===== config.mk =====
export PLATFORM = sky130hd
export DESIGN_NAME = image_rotate_scatter_address
export DESIGN_NICKNAME = d
export VERILOG_FILES = /design/src/rtl/core/irsa_pkg.sv /design/src/rtl/core/irsa_ctrl.sv /design/src/rtl/core/irsa_datapath.sv /design/src/rtl/core/image_rotate_scatter_address.sv
export SDC_FILE = /design/constraint.sdc
export NUM_CORES = 1
export LEC_CHECK = 0
export CORE_ASPECT_RATIO = 0.6
export CORE_MARGIN = 4
export CORE_UTILIZATION = 58
export DETAILED_ROUTE_END_ITERATION = 10
export DONT_BUFFER_PORTS = 1
export PLACE_DENSITY = 0.74
export SLEW_MARGIN = 20
export SYNTH_ARGS = -nofsm -noshare
export SYNTH_HDL_FRONTEND = slang
export SYNTH_SLANG_ARGS = --single-unit

===== constraint.sdc =====
create_clock -name i_clk -period 24.9 [get_ports i_clk]
set_input_delay 2.49 -clock i_clk [delete_from_list [all_inputs] [get_ports i_clk]]
set_output_delay 2.49 -clock i_clk [all_outputs]
set_load 0.02 [all_outputs]

===== src/rtl/core/irsa_pkg.sv =====
// Package for the image rotation scatter address block.
// Holds register indexes, rotation codes, limits and the controller command type.
// Has no dependencies.
package irsa_pkg;

    localparam int unsigned MAX_DIM = 4096;

    localparam int unsigned CFG_W   = 13;
    localparam int unsigned IDX_W   = 2;
    localparam int unsigned DIM_W   = 13;
    localparam int unsigned POS_W   = 12;
    localparam int unsigned ROT_W   = 2;
    localparam int unsigned BPP_W   = 5;
    localparam int unsigned PROD_W  = POS_W + DIM_W;
    localparam int unsigned ADDR_W  = 28;

    localparam logic [IDX_W-1:0] REG_SRC_WIDTH       = 2'd0;
    localparam logic [IDX_W-1:0] REG_SRC_HEIGHT      = 2'd1;
    localparam logic [IDX_W-1:0] REG_ROTATION        = 2'd2;
    localparam logic [IDX_W-1:0] REG_BYTES_PER_PIXEL = 2'd3;

    localparam logic [ROT_W-1:0] ROT_INVALID = 2'd0;
    localparam logic [ROT_W-1:0] ROT_90      = 2'd1;
    localparam logic [ROT_W-1:0] ROT_180     = 2'd2;
    localparam logic [ROT_W-1:0] ROT_270     = 2'd3;

    localparam logic [DIM_W-1:0] DIM_MAX = DIM_W'(MAX_DIM);
    localparam logic [DIM_W-1:0] DIM_RST = 13'd1;
    localparam logic [BPP_W-1:0] BPP_MAX = 5'd16;
    localparam logic [BPP_W-1:0] BPP_RST = 5'd4;

    typedef struct packed {
        logic accept;
        logic map_en;
        logic out_load;
    } t_dp_cmd;

endpackage


===== src/rtl/core/irsa_ctrl.sv =====
// Controller state machine for the image rotation scatter address block.
// Sequences accept, mapping and address scaling; owns the output valid flag.
// Depends on irsa_pkg.
module irsa_ctrl
    import irsa_pkg::*;
(
    input  logic    i_clk,
    input  logic    i_rst_n,
    input  logic    i_in_valid,
    output logic    o_in_stall,
    output logic    o_out_valid,
    input  logic    i_out_stall,
    output t_dp_cmd o_cmd
);

    localparam logic [1:0] S_IDLE  = 2'd0;
    localparam logic [1:0] S_MAP   = 2'd1;
    localparam logic [1:0] S_SCALE = 2'd2;

    logic [1:0] r_state;
    logic [1:0] n_state;
    logic       r_out_valid;
    logic       n_out_valid;
    t_dp_cmd    cmd;

    always_comb begin
        n_state      = r_state;
        cmd.accept   = 1'b0;
        cmd.map_en   = 1'b0;
        cmd.out_load = 1'b0;
        unique case (r_state)
            S_IDLE: begin
                if (i_in_valid) begin
                    cmd.accept = 1'b1;
                    n_state    = S_MAP;
                end
            end
            S_MAP: begin
                cmd.map_en = 1'b1;
                n_state    = S_SCALE;
            end
            S_SCALE: begin
                if (!r_out_valid || !i_out_stall) begin
                    cmd.out_load = 1'b1;
                    n_state      = S_IDLE;
                end
            end
            default: begin
                n_state = S_IDLE;
            end
        endcase
    end

    always_comb begin
        n_out_valid = r_out_valid;
        if (cmd.out_load) begin
            n_out_valid = 1'b1;
        end else if (!i_out_stall) begin
            n_out_valid = 1'b0;
        end
    end

    always_ff @(posedge i_clk) begin
        if (!i_rst_n) begin
            r_state     <= S_IDLE;
            r_out_valid <= 1'b0;
        end else begin
            r_state     <= n_state;
            r_out_valid <= n_out_valid;
        end
    end

    assign o_in_stall  = (r_state != S_IDLE);
    assign o_out_valid = r_out_valid;
    assign o_cmd       = cmd;

endmodule


===== src/rtl/core/irsa_datapath.sv =====
// Datapath for the image rotation scatter address block.
// Holds configuration, source counters, the rotation mapping and the address multipliers.
// Depends on irsa_pkg.
module irsa_datapath
    import irsa_pkg::*;
#(
    parameter int unsigned PIXEL_BITS = 32
) (
    input  logic                  i_clk,
    input  logic                  i_rst_n,
    input  logic                  i_cfg_wr_en,
    input  logic [IDX_W-1:0]      i_cfg_index,
    input  logic [CFG_W-1:0]      i_cfg_wdata,
    input  t_dp_cmd               i_cmd,
    input  logic [PIXEL_BITS-1:0] i_pixel_in,
    input  logic                  i_frame_start,
    output logic [PIXEL_BITS-1:0] o_pixel_out,
    output logic [POS_W-1:0]      o_dest_col,
    output logic [POS_W-1:0]      o_dest_row,
    output logic [ADDR_W-1:0]     o_byte_address,
    output logic                  o_frame_last,
    output logic                  o_bad_rotation
);

    logic [DIM_W-1:0] r_src_width;
    logic [DIM_W-1:0] r_src_height;
    logic [ROT_W-1:0] r_rotation;
    logic [BPP_W-1:0] r_bpp;

    logic [POS_W-1:0] r_col_count;
    logic [POS_W-1:0] r_row_count;

    logic [PIXEL_BITS-1:0] r_pix;
    logic [POS_W-1:0]      r_c;
    logic [POS_W-1:0]      r_r;
    logic                  r_last;
    logic                  r_bad;

    logic [PROD_W-1:0] r_prod;
    logic [POS_W-1:0]  r_dc;
    logic [POS_W-1:0]  r_dr;

    logic [PIXEL_BITS-1:0] r_pixel_out;
    logic [POS_W-1:0]      r_dest_col;
    logic [POS_W-1:0]      r_dest_row;
    logic [ADDR_W-1:0]     r_byte_address;
    logic                  r_frame_last;
    logic                  r_bad_rotation;

    logic [DIM_W-1:0] w;
    logic [DIM_W-1:0] h;
    logic [POS_W-1:0] w_m1;
    logic [POS_W-1:0] h_m1;
    logic [BPP_W-1:0] bpp;
    logic             restart;
    logic [POS_W-1:0] c;
    logic [POS_W-1:0] r;
    logic             col_end;
    logic             row_end;
    logic [POS_W-1:0] dc;
    logic [POS_W-1:0] dr;
    logic [DIM_W-1:0] dw;
    logic [PROD_W-1:0] sum;
    logic [PROD_W+BPP_W-1:0] scaled;

    always_comb begin
        w = r_src_width;
        if (r_src_width == '0) begin
            w = DIM_W'(1);
        end else if (r_src_width > DIM_MAX) begin
            w = DIM_MAX;
        end
        h = r_src_height;
        if (r_src_height == '0) begin
            h = DIM_W'(1);
        end else if (r_src_height > DIM_MAX) begin
            h = DIM_MAX;
        end
        bpp = r_bpp;
        if (r_bpp == '0) begin
            bpp = BPP_W'(1);
        end else if (r_bpp > BPP_MAX) begin
            bpp = BPP_MAX;
        end
    end

    assign w_m1 = POS_W'(w - DIM_W'(1));
    assign h_m1 = POS_W'(h - DIM_W'(1));

    assign restart = i_frame_start || ({1'b0, r_col_count} >= w)
                     || ({1'b0, r_row_count} >= h);
    assign c       = restart ? '0 : r_col_count;
    assign r       = restart ? '0 : r_row_count;
    assign col_end = (c == w_m1);
    assign row_end = (r == h_m1);

    always_ff @(posedge i_clk) begin
        if (!i_rst_n) begin
            r_src_width  <= DIM_RST;
            r_src_height <= DIM_RST;
            r_rotation   <= ROT_90;
            r_bpp        <= BPP_RST;
        end else if (i_cfg_wr_en) begin
            unique case (i_cfg_index)
                REG_SRC_WIDTH:       r_src_width  <= i_cfg_wdata;
                REG_SRC_HEIGHT:      r_src_height <= i_cfg_wdata;
                REG_ROTATION:        r_rotation   <= i_cfg_wdata[ROT_W-1:0];
                REG_BYTES_PER_PIXEL: r_bpp        <= i_cfg_wdata[BPP_W-1:0];
                default: begin
                end
            endcase
        end
    end

    always_ff @(posedge i_clk) begin
        if (!i_rst_n) begin
            r_col_count <= '0;
            r_row_count <= '0;
        end else if (i_cmd.accept) begin
            if (col_end) begin
                r_col_count <= '0;
                r_row_count <= row_end ? '0 : r + POS_W'(1);
            end else begin
                r_col_count <= c + POS_W'(1);
                r_row_count <= r;
            end
        end
    end

    always_ff @(posedge i_clk) begin
        if (i_cmd.accept) begin
            r_pix  <= i_pixel_in;
            r_c    <= c;
            r_r    <= r;
            r_last <= col_end && row_end;
            r_bad  <= (r_rotation == ROT_INVALID);
        end
    end

    always_comb begin
        dc = '0;
        dr = '0;
        dw = '0;
        unique case (r_rotation)
            ROT_90: begin
                dw = h;
                dr = r_c;
                dc = h_m1 - r_r;
            end
            ROT_180: begin
                dw = w;
                dr = h_m1 - r_r;
                dc = w_m1 - r_c;
            end
            ROT_270: begin
                dw = h;
                dr = w_m1 - r_c;
                dc = r_r;
            end
            default: begin
            end
        endcase
    end

    always_ff @(posedge i_clk) begin
        if (i_cmd.map_en) begin
            r_prod <= PROD_W'(dr) * PROD_W'(dw);
            r_dc   <= dc;
            r_dr   <= dr;
        end
    end

    assign sum    = r_prod + PROD_W'(r_dc);
    assign scaled = sum * bpp;

    always_ff @(posedge i_clk) begin
        if (i_cmd.out_load) begin
            r_pixel_out    <= r_pix;
            r_dest_col     <= r_dc;
            r_dest_row     <= r_dr;
            r_byte_address <= r_bad ? '0 : scaled[ADDR_W-1:0];
            r_frame_last   <= r_last;
            r_bad_rotation <= r_bad;
        end
    end

    assign o_pixel_out    = r_pixel_out;
    assign o_dest_col     = r_dest_col;
    assign o_dest_row     = r_dest_row;
    assign o_byte_address = r_byte_address;
    assign o_frame_last   = r_frame_last;
    assign o_bad_rotation = r_bad_rotation;

endmodule


===== src/rtl/core/image_rotate_scatter_address.sv =====
// Top level of the image rotation scatter address block.
// Joins the controller and the datapath; depends on irsa_pkg, irsa_ctrl and irsa_datapath.
//
// Each source word is accepted in the idle state, which steps the source counters; the
// map state does the rotation mapping and the row times width multiply; the scale state
// adds the column, scales by bytes per pixel and loads the output register. A new word is
// accepted while the previous result still waits in the output register, so a stall on the
// output side only holds the block once a second result is ready to load.
module image_rotate_scatter_address
    import irsa_pkg::*;
#(
    parameter int unsigned PIXEL_BITS = 32
) (
    input  logic                  i_clk,
    input  logic                  i_rst_n,
    input  logic                  i_cfg_wr_en,
    input  logic [IDX_W-1:0]      i_cfg_index,
    input  logic [CFG_W-1:0]      i_cfg_wdata,
    input  logic                  i_in_valid,
    output logic                  o_in_stall,
    input  logic [PIXEL_BITS-1:0] i_pixel_in,
    input  logic                  i_frame_start,
    output logic                  o_out_valid,
    input  logic                  i_out_stall,
    output logic [PIXEL_BITS-1:0] o_pixel_out,
    output logic [POS_W-1:0]      o_dest_col,
    output logic [POS_W-1:0]      o_dest_row,
    output logic [ADDR_W-1:0]     o_byte_address,
    output logic                  o_frame_last,
    output logic                  o_bad_rotation
);

    t_dp_cmd cmd;

    irsa_ctrl u_ctrl (
        .i_clk       (i_clk),
        .i_rst_n     (i_rst_n),
        .i_in_valid  (i_in_valid),
        .o_in_stall  (o_in_stall),
        .o_out_valid (o_out_valid),
        .i_out_stall (i_out_stall),
        .o_cmd       (cmd)
    );

    irsa_datapath #(
        .PIXEL_BITS (PIXEL_BITS)
    ) u_datapath (
        .i_clk          (i_clk),
        .i_rst_n        (i_rst_n),
        .i_cfg_wr_en    (i_cfg_wr_en),
        .i_cfg_index    (i_cfg_index),
        .i_cfg_wdata    (i_cfg_wdata),
        .i_cmd          (cmd),
        .i_pixel_in     (i_pixel_in),
        .i_frame_start  (i_frame_start),
        .o_pixel_out    (o_pixel_out),
        .o_dest_col     (o_dest_col),
        .o_dest_row     (o_dest_row),
        .o_byte_address (o_byte_address),
        .o_frame_last   (o_frame_last),
        .o_bad_rotation (o_bad_rotation)
    );

endmodule


# Word-level counts from Yosys, hierarchy flattened
# Cells that the tools add are included.
[totals] word_cells=92 inputBits=53 regBits=253 out_inout_bits=88
[op_classes] addsub=7 reduce_logical=19 n_lt_le_gt_ge=5 n_mul=2 eq_ne=13 mux=24
[op_table] op="$pmux W12 S3" n=2
[op_table] op="$mux W12" n=5
[op_table] op="$mux W13" n=4
[op_table] op="$mul A25 B5 Y28" n=1
[op_table] op="$ge A12 B13 Y1" n=2
[op_table] op="$gt A13 B13 Y1 const B" n=2
[op_table] op="$logic_not A13 Y1" n=2
[op_table] op="$pmux W13 S2" n=1
[op_table] op="$add A25 B12 Y25" n=1
[op_table] op="$mul A12 B13 Y25" n=1
[op_table] op="$add A12 B1 Y12 const B" n=2
[op_table] op="$eq A12 B12 Y1" n=2
[op_table] op="$sub A12 B1 Y12 const B" n=2
[op_table] op="$sub A12 B12 Y12" n=2
[op_table] op="$eq A2 B2 Y1 const B" n=5
[op_table] op="$mux W5" n=2
[op_table] op="$reduce_and A2 Y1" n=5
[op_table] op="$mux W1" n=7
[op_table] op="$eq A2 B1 Y1 const B" n=3
[op_table] op="$logic_not A2 Y1" n=3
[op_table] op="$pmux W2 S3" n=1
[op_table] op="$gt A5 B5 Y1 const B" n=1
[op_table] op="$logic_not A5 Y1" n=1
[op_table] op="$mux W2" n=2
[op_table] op="other kinds (7)" n=11

# Logic depth before layout (Yosys ltp)
[depth] ltp_word=10 ltp_mapped=40 depth_no_buf=39

# Cells and area by module
# A second synthesis with hierarchy kept.
[hier_totals] cells_unflattened=2299 area_unflattened_um2=21744.6
[by_module_without_submodules] mod="irsa_datapath" area_per_inst_um2=21594.5 seq_area_each_um2=6936.7 cells_per_inst=2284 n_inst=1
[by_module_without_submodules] mod="irsa_ctrl" area_per_inst_um2=150.1 seq_area_each_um2=60.1 cells_per_inst=15 n_inst=1

# Worst setup path after synthesis
# No wires, ideal clock.
[synth_path] path_type="reg2reg" start="register u_datapath.r_src_width[4]" end="register u_datapath.r_prod[24], data pin" setup_time_ns=0.260 n_path_buf=2 synth_period_minus_slack_ns=9.002 path_stages_with_launch=38 required_time_ns=24.640 slack_ns=15.898 arrival_ns=8.742 cell_sequence="dfxtp_1 buf_2 nor4_1 nand2_1 o41a_1 nor2_1 inv_1 ha_1 xnor2_1 ha_1 nor2b_1 o21ai_0 a21boi_0 o21ai_0 a21boi_0 o2111ai_1 and2_1 o311a_1 [2 not listed] inv_1 nand2_1 fa_1 fa_1 inv_1 fa_1 fa_1 inv_1 fa_1 inv_1 ha_1 o41ai_1 o2111ai_1 nand3_1 a31oi_1 a21o_1 a21oi_1 xnor2_1"
[synth_via] elab_chain_len=7 word_cells_on_any_way=9 classes_between="add/sub (2); mul (1); order compare (1); mux (4); reduce/logical (1)"
[synth_lines] element="start: declaration" line_no="irsa_datapath.sv:25" text="logic [DIM_W-1:0] r_src_width;"
[synth_lines] element="start signal: assignment" line_no="irsa_datapath.sv:105" text="REG_SRC_WIDTH: r_src_width <= i_cfg_wdata;"
[synth_lines] element="$gt A13 B13 Y1" line_no="irsa_datapath.sv:70" text="end else if (r_src_width > DIM_MAX) begin"
[synth_lines] element="$mux W13" line_no="irsa_datapath.sv:70"
[synth_lines] element="$mux W13 *" line_no="irsa_datapath.sv:68" text="if (r_src_width == '0) begin"
[synth_lines] element="$sub A12 B1 Y12 *" line_no="irsa_datapath.sv:87" text="assign w_m1 = POS_W'(w - DIM_W'(1));"
[synth_lines] element="$sub A12 B12 Y12 *" line_no="irsa_datapath.sv:157" text="dr = w_m1 - r_c;"
[synth_lines] element="$pmux W12 S3 *" line_no="irsa_datapath.sv:144" text="unique case (r_rotation)"
[synth_lines] element="via u_datapath.dr[10]" line_no="irsa_datapath.sv:61" text="logic [POS_W-1:0] dr;"
[synth_lines] element="$mul A12 B13 Y25 *" line_no="irsa_datapath.sv:167" text="r_prod <= PROD_W'(dr) * PROD_W'(dw);"
[synth_lines] element="end signal: assignment" line_no="irsa_datapath.sv:167"
[synth_lines] element="end: declaration" line_no="irsa_datapath.sv:39" text="logic [PROD_W-1:0] r_prod;"
# Mark *: on every way through the listed nets, which the timed path passes. The rest lies on a longest branch.
# A chain may end at the register's enable or synchronous reset.

# Worst setup path in the final report
[layout_path] start="register u_datapath.r_src_width[3]" end="register u_datapath.r_prod[24], data pin"
[layout_via] elab_chain_len=7 word_cells_on_any_way=9 classes_between="add/sub (2); mul (1); order compare (1); mux (4); reduce/logical (1)"
[layout_lines] element="$gt A13 B13 Y1" line_no="irsa_datapath.sv:70"
[layout_lines] element="$mux W13" line_no="irsa_datapath.sv:70"
[layout_lines] element="$mux W13 *" line_no="irsa_datapath.sv:68"
[layout_lines] element="$sub A12 B1 Y12" line_no="irsa_datapath.sv:87"
[layout_lines] element="$sub A12 B12 Y12" line_no="irsa_datapath.sv:157"
[layout_lines] element="$pmux W12 S3" line_no="irsa_datapath.sv:144"
[layout_lines] element="$mul A12 B13 Y25 *" line_no="irsa_datapath.sv:167"
# Mark *: on every way between the ends. The rest lies on a longest branch, timed or not.

==> reports/qor.txt <==
Final #Nets: 2685
hold buffers post-CTS: 0
Fillers: 3007
Cell Pwr Density: 56.5 nW/um^2
Root Driver: clkbuf_16
Pleak: 9.86 nW
sw power: 0.000454 W
Placed Cells: 2769
Synth area leader: edfxtp_1
GRT overflow: 0
worst hold slack: 0.415 ns
Net Count, Synth: 2715
core box area: 36600 um^2
GR Util All Layers: 0.301
Worst-Margin Slew: 1.14 ns
Post-synth EDFFs: 193
share of cells above drive strength 1: 0.0497
cts bufs inserted: 25
Yosys reg bits: 253
Combinational Power Share: 0.312
Rows: 54
TritonRoute pass-1 iters: 8
first-pass GRT wire length: 95100 um
Int Pwr: 0.000848 W
clk_skew: 0.0203 ns
outcome: finished, final reports clean
I/O pins: 141
clock-pin slew on the worst setup and hold paths: 0.07 ns
clock share of power: 0.300
sequential cell area: 7000 um^2
reg2reg setup slack: 13.98 ns
clk_lat worst skew: 0.57 ns
synthesis-to-finish area growth: 6.52%
Yosys top cell area share: 0.268
Power, Total: 0.00130 W
RSZ-0062 raised after global routing: no
post-cts sizing count: 0
highest clock rate: 0.0915 GHz
vias in the first global route: 16500
die area: 40600 um^2
Switching Share: 0.349
CP peak stage delay: 0.87 ns
Initial Util: 0.592
Avg WL per Cell: 21.6 um
CP endpoint kind: flip-flop
GPL Wtd Cong: 0.971
Longest Clk Path Bufs: 3
Worst Setup Start Kind: flip-flop
final max-slew violation count: 0
Non-Filler Instances: 2817
Post-CTS Setup Bufs: 0
Worst EP arrival: 11.24 ns
HP Class: flip-flop to flip-flop
multi-input logic area: 13200 um^2
depth of the most critical reg-to-reg path: 33
Setup-failing EPs final: 0
CP max FO: 14
final core utilization: 0.630
H-tree levels: 1
slowest CP cell: o2bb2ai_1
Avg Inst Size Synth: 9.31 um^2
synth warn: 0
vias per cell: 6.06
worst rel slew slack: 0.232
peak supply drop: 0.0554 mV
Num Clock Sinks: 253
Area contributors post-synth: edfxtp_1 27%, fa_1 17%, ha_1 9.1%
Initial DRC Count: 1904
Yosys cell types: 76
CP most frequent cell: fa_1
largest net degree at the start of global routing: 63
final setup TNS: 0 ns
top-count cell post-synth: nand2_1
Seq/Total Area, Yosys: 0.323
CTS tree: built
Vias: 17100
top cells by count, synth: 298 x nand2_1, 294 x inv_1, 211 x nor2_1, 193 x edfxtp_1, 181 x fa_1
asr flop ratio synth: 0
Max-Cap Viols: 0
period utilization: 0.439
HPWL Detailed: 48100 um
die width: 257 um
die height: 158 um
Syn Inst Count: 2323
drt drc: 0
Worst EP required: 25.21 ns
critical path class: flip-flop to flip-flop
final hold vios: 0
initial antenna violation count: 0
Seq pwr share: 0.388
Netlist Area Pre-Place: 21600 um^2
hold depth: 0
Main synth FF type: edfxtp_1
Final ANT Viol Nets: 0
crit path time final: 10.92 ns
Final Routed Wirelength: 61000 um
port bufs: 0
final timing paths:
kind,start,end
max,u_datapath.r_src_width[3],u_datapath.r_prod[24]
min,u_datapath.r_pix[21],u_datapath.o_pixel_out[21]
max reg2reg,u_datapath.r_src_width[3],u_datapath.r_prod[24]
min reg2reg,u_datapath.r_pix[21],u_datapath.o_pixel_out[21]
power groups by stage:
stage / Sequential, W / Clock (W) / Combinational, W
detailed placement: 0.000514 / 0 / 0.000394
floorplan: 0.000507 / 0 / 0.000298
global route: 0.000506 / 0.000417 / 0.000453
finish: 0.000505 / 0.000390 / 0.000407
CTS: 0.000505 / 0.000397 / 0.000397
global placement: 0.000514 / 0 / 0.000383
per-layer routing:
| layer | global-route usage | wire, um |
|---|---|---|
| met1 | 0.452 | 27900 |
| met3 | 0.117 | 8160 |
| met4 | 0.0539 | 1070 |
| met2 | 0.420 | 23800 |
| met5 | 0 | 0 |
worst max-delay path, delay by kind of cell (launching register included):
| family | cells | cell delay (ns) |
|---|---|---|
| xor+xnor | 2 | 0.56 |
| mux | 1 | 0.11 |
| buf+inv | 4 | 0.23 |
| compound gates | 12 | 4.05 |
| flops | 1 | 0.42 |
| fa+ha+maj | 8 | 3.53 |
| simple gates | 6 | 1.75 |
final cells by class:
cell class,count,area share
Antenna cell,1,0.000109
Clock buffer,32,0.0306
Clock inverter,14,0.00570
Inverter,297,0.0484
Multi-Input combinational cell,1683,0.573
Sequential cell,253,0.304
Tap cell,504,0.0274
Timing Repair Buffer,33,0.0111
sequential cells by signal, indices dropped and copies added, names as in the netlist, 13 cells and up:
signal,cells
u_datapath.o_byte_address,28
u_datapath.r_src_height,13
u_datapath.o_pixel_out,32
u_datapath.r_prod,25
u_datapath.r_src_width,13
u_datapath.r_pix,32
cells in the final DEF (no fill, tap or decap), drive strengths merged, types with 9 or more instances in the layout:
master | netlist | routed
a211oi | 17 | 17
a21o | 15 | 15
a21oi | 92 | 92
a22o | 14 | 14
a22oi | 20 | 20
a31oi | 13 | 13
and2 | 29 | 29
and3 | 39 | 39
buf | 11 | 33
clkbuf | 79 | 32
clkinv | 2 | 11
dfxtp | 60 | 60
edfxtp | 193 | 193
fa | 181 | 181
ha | 158 | 158
inv | 295 | 297
mux2i | 13 | 13
nand2 | 299 | 299
nand2b | 29 | 29
nand3 | 51 | 51
nand4 | 18 | 18
nor2 | 211 | 211
nor2b | 49 | 49
nor3 | 45 | 45
nor3b | 11 | 11
nor4 | 9 | 9
o211ai | 23 | 23
o21a | 10 | 10
o21ai | 82 | 82
o21bai | 9 | 9
o22ai | 11 | 11
or2 | 14 | 14
or3 | 17 | 17
xnor2 | 66 | 66
xor2 | 34 | 34
kinds of logic after synthesis:
group	synth area share
AO/OA/AOI/OAI	0.116
adder cells (fa/ha/maj)	0.259
AND/OR/NAND/NOR	0.186
multiplexers	0.00706
flip-flops	0.323
XOR/XNOR	0.0415
buffers and inverters	0.0674
per-stage QoR:
| step | cell area [um^2] | setup slack (ns) |
|---|---|---|
| floorplan | 21600 | 15.90 |
| global placement | 22200 | 14.52 |
| detailed placement | 22200 | 14.28 |
| CTS | 23000 | 14.22 |
| global route | 23000 | 13.21 |
| finish | 23000 | 13.98 |
No activity file was read; power rests on OpenSTA's default activity.
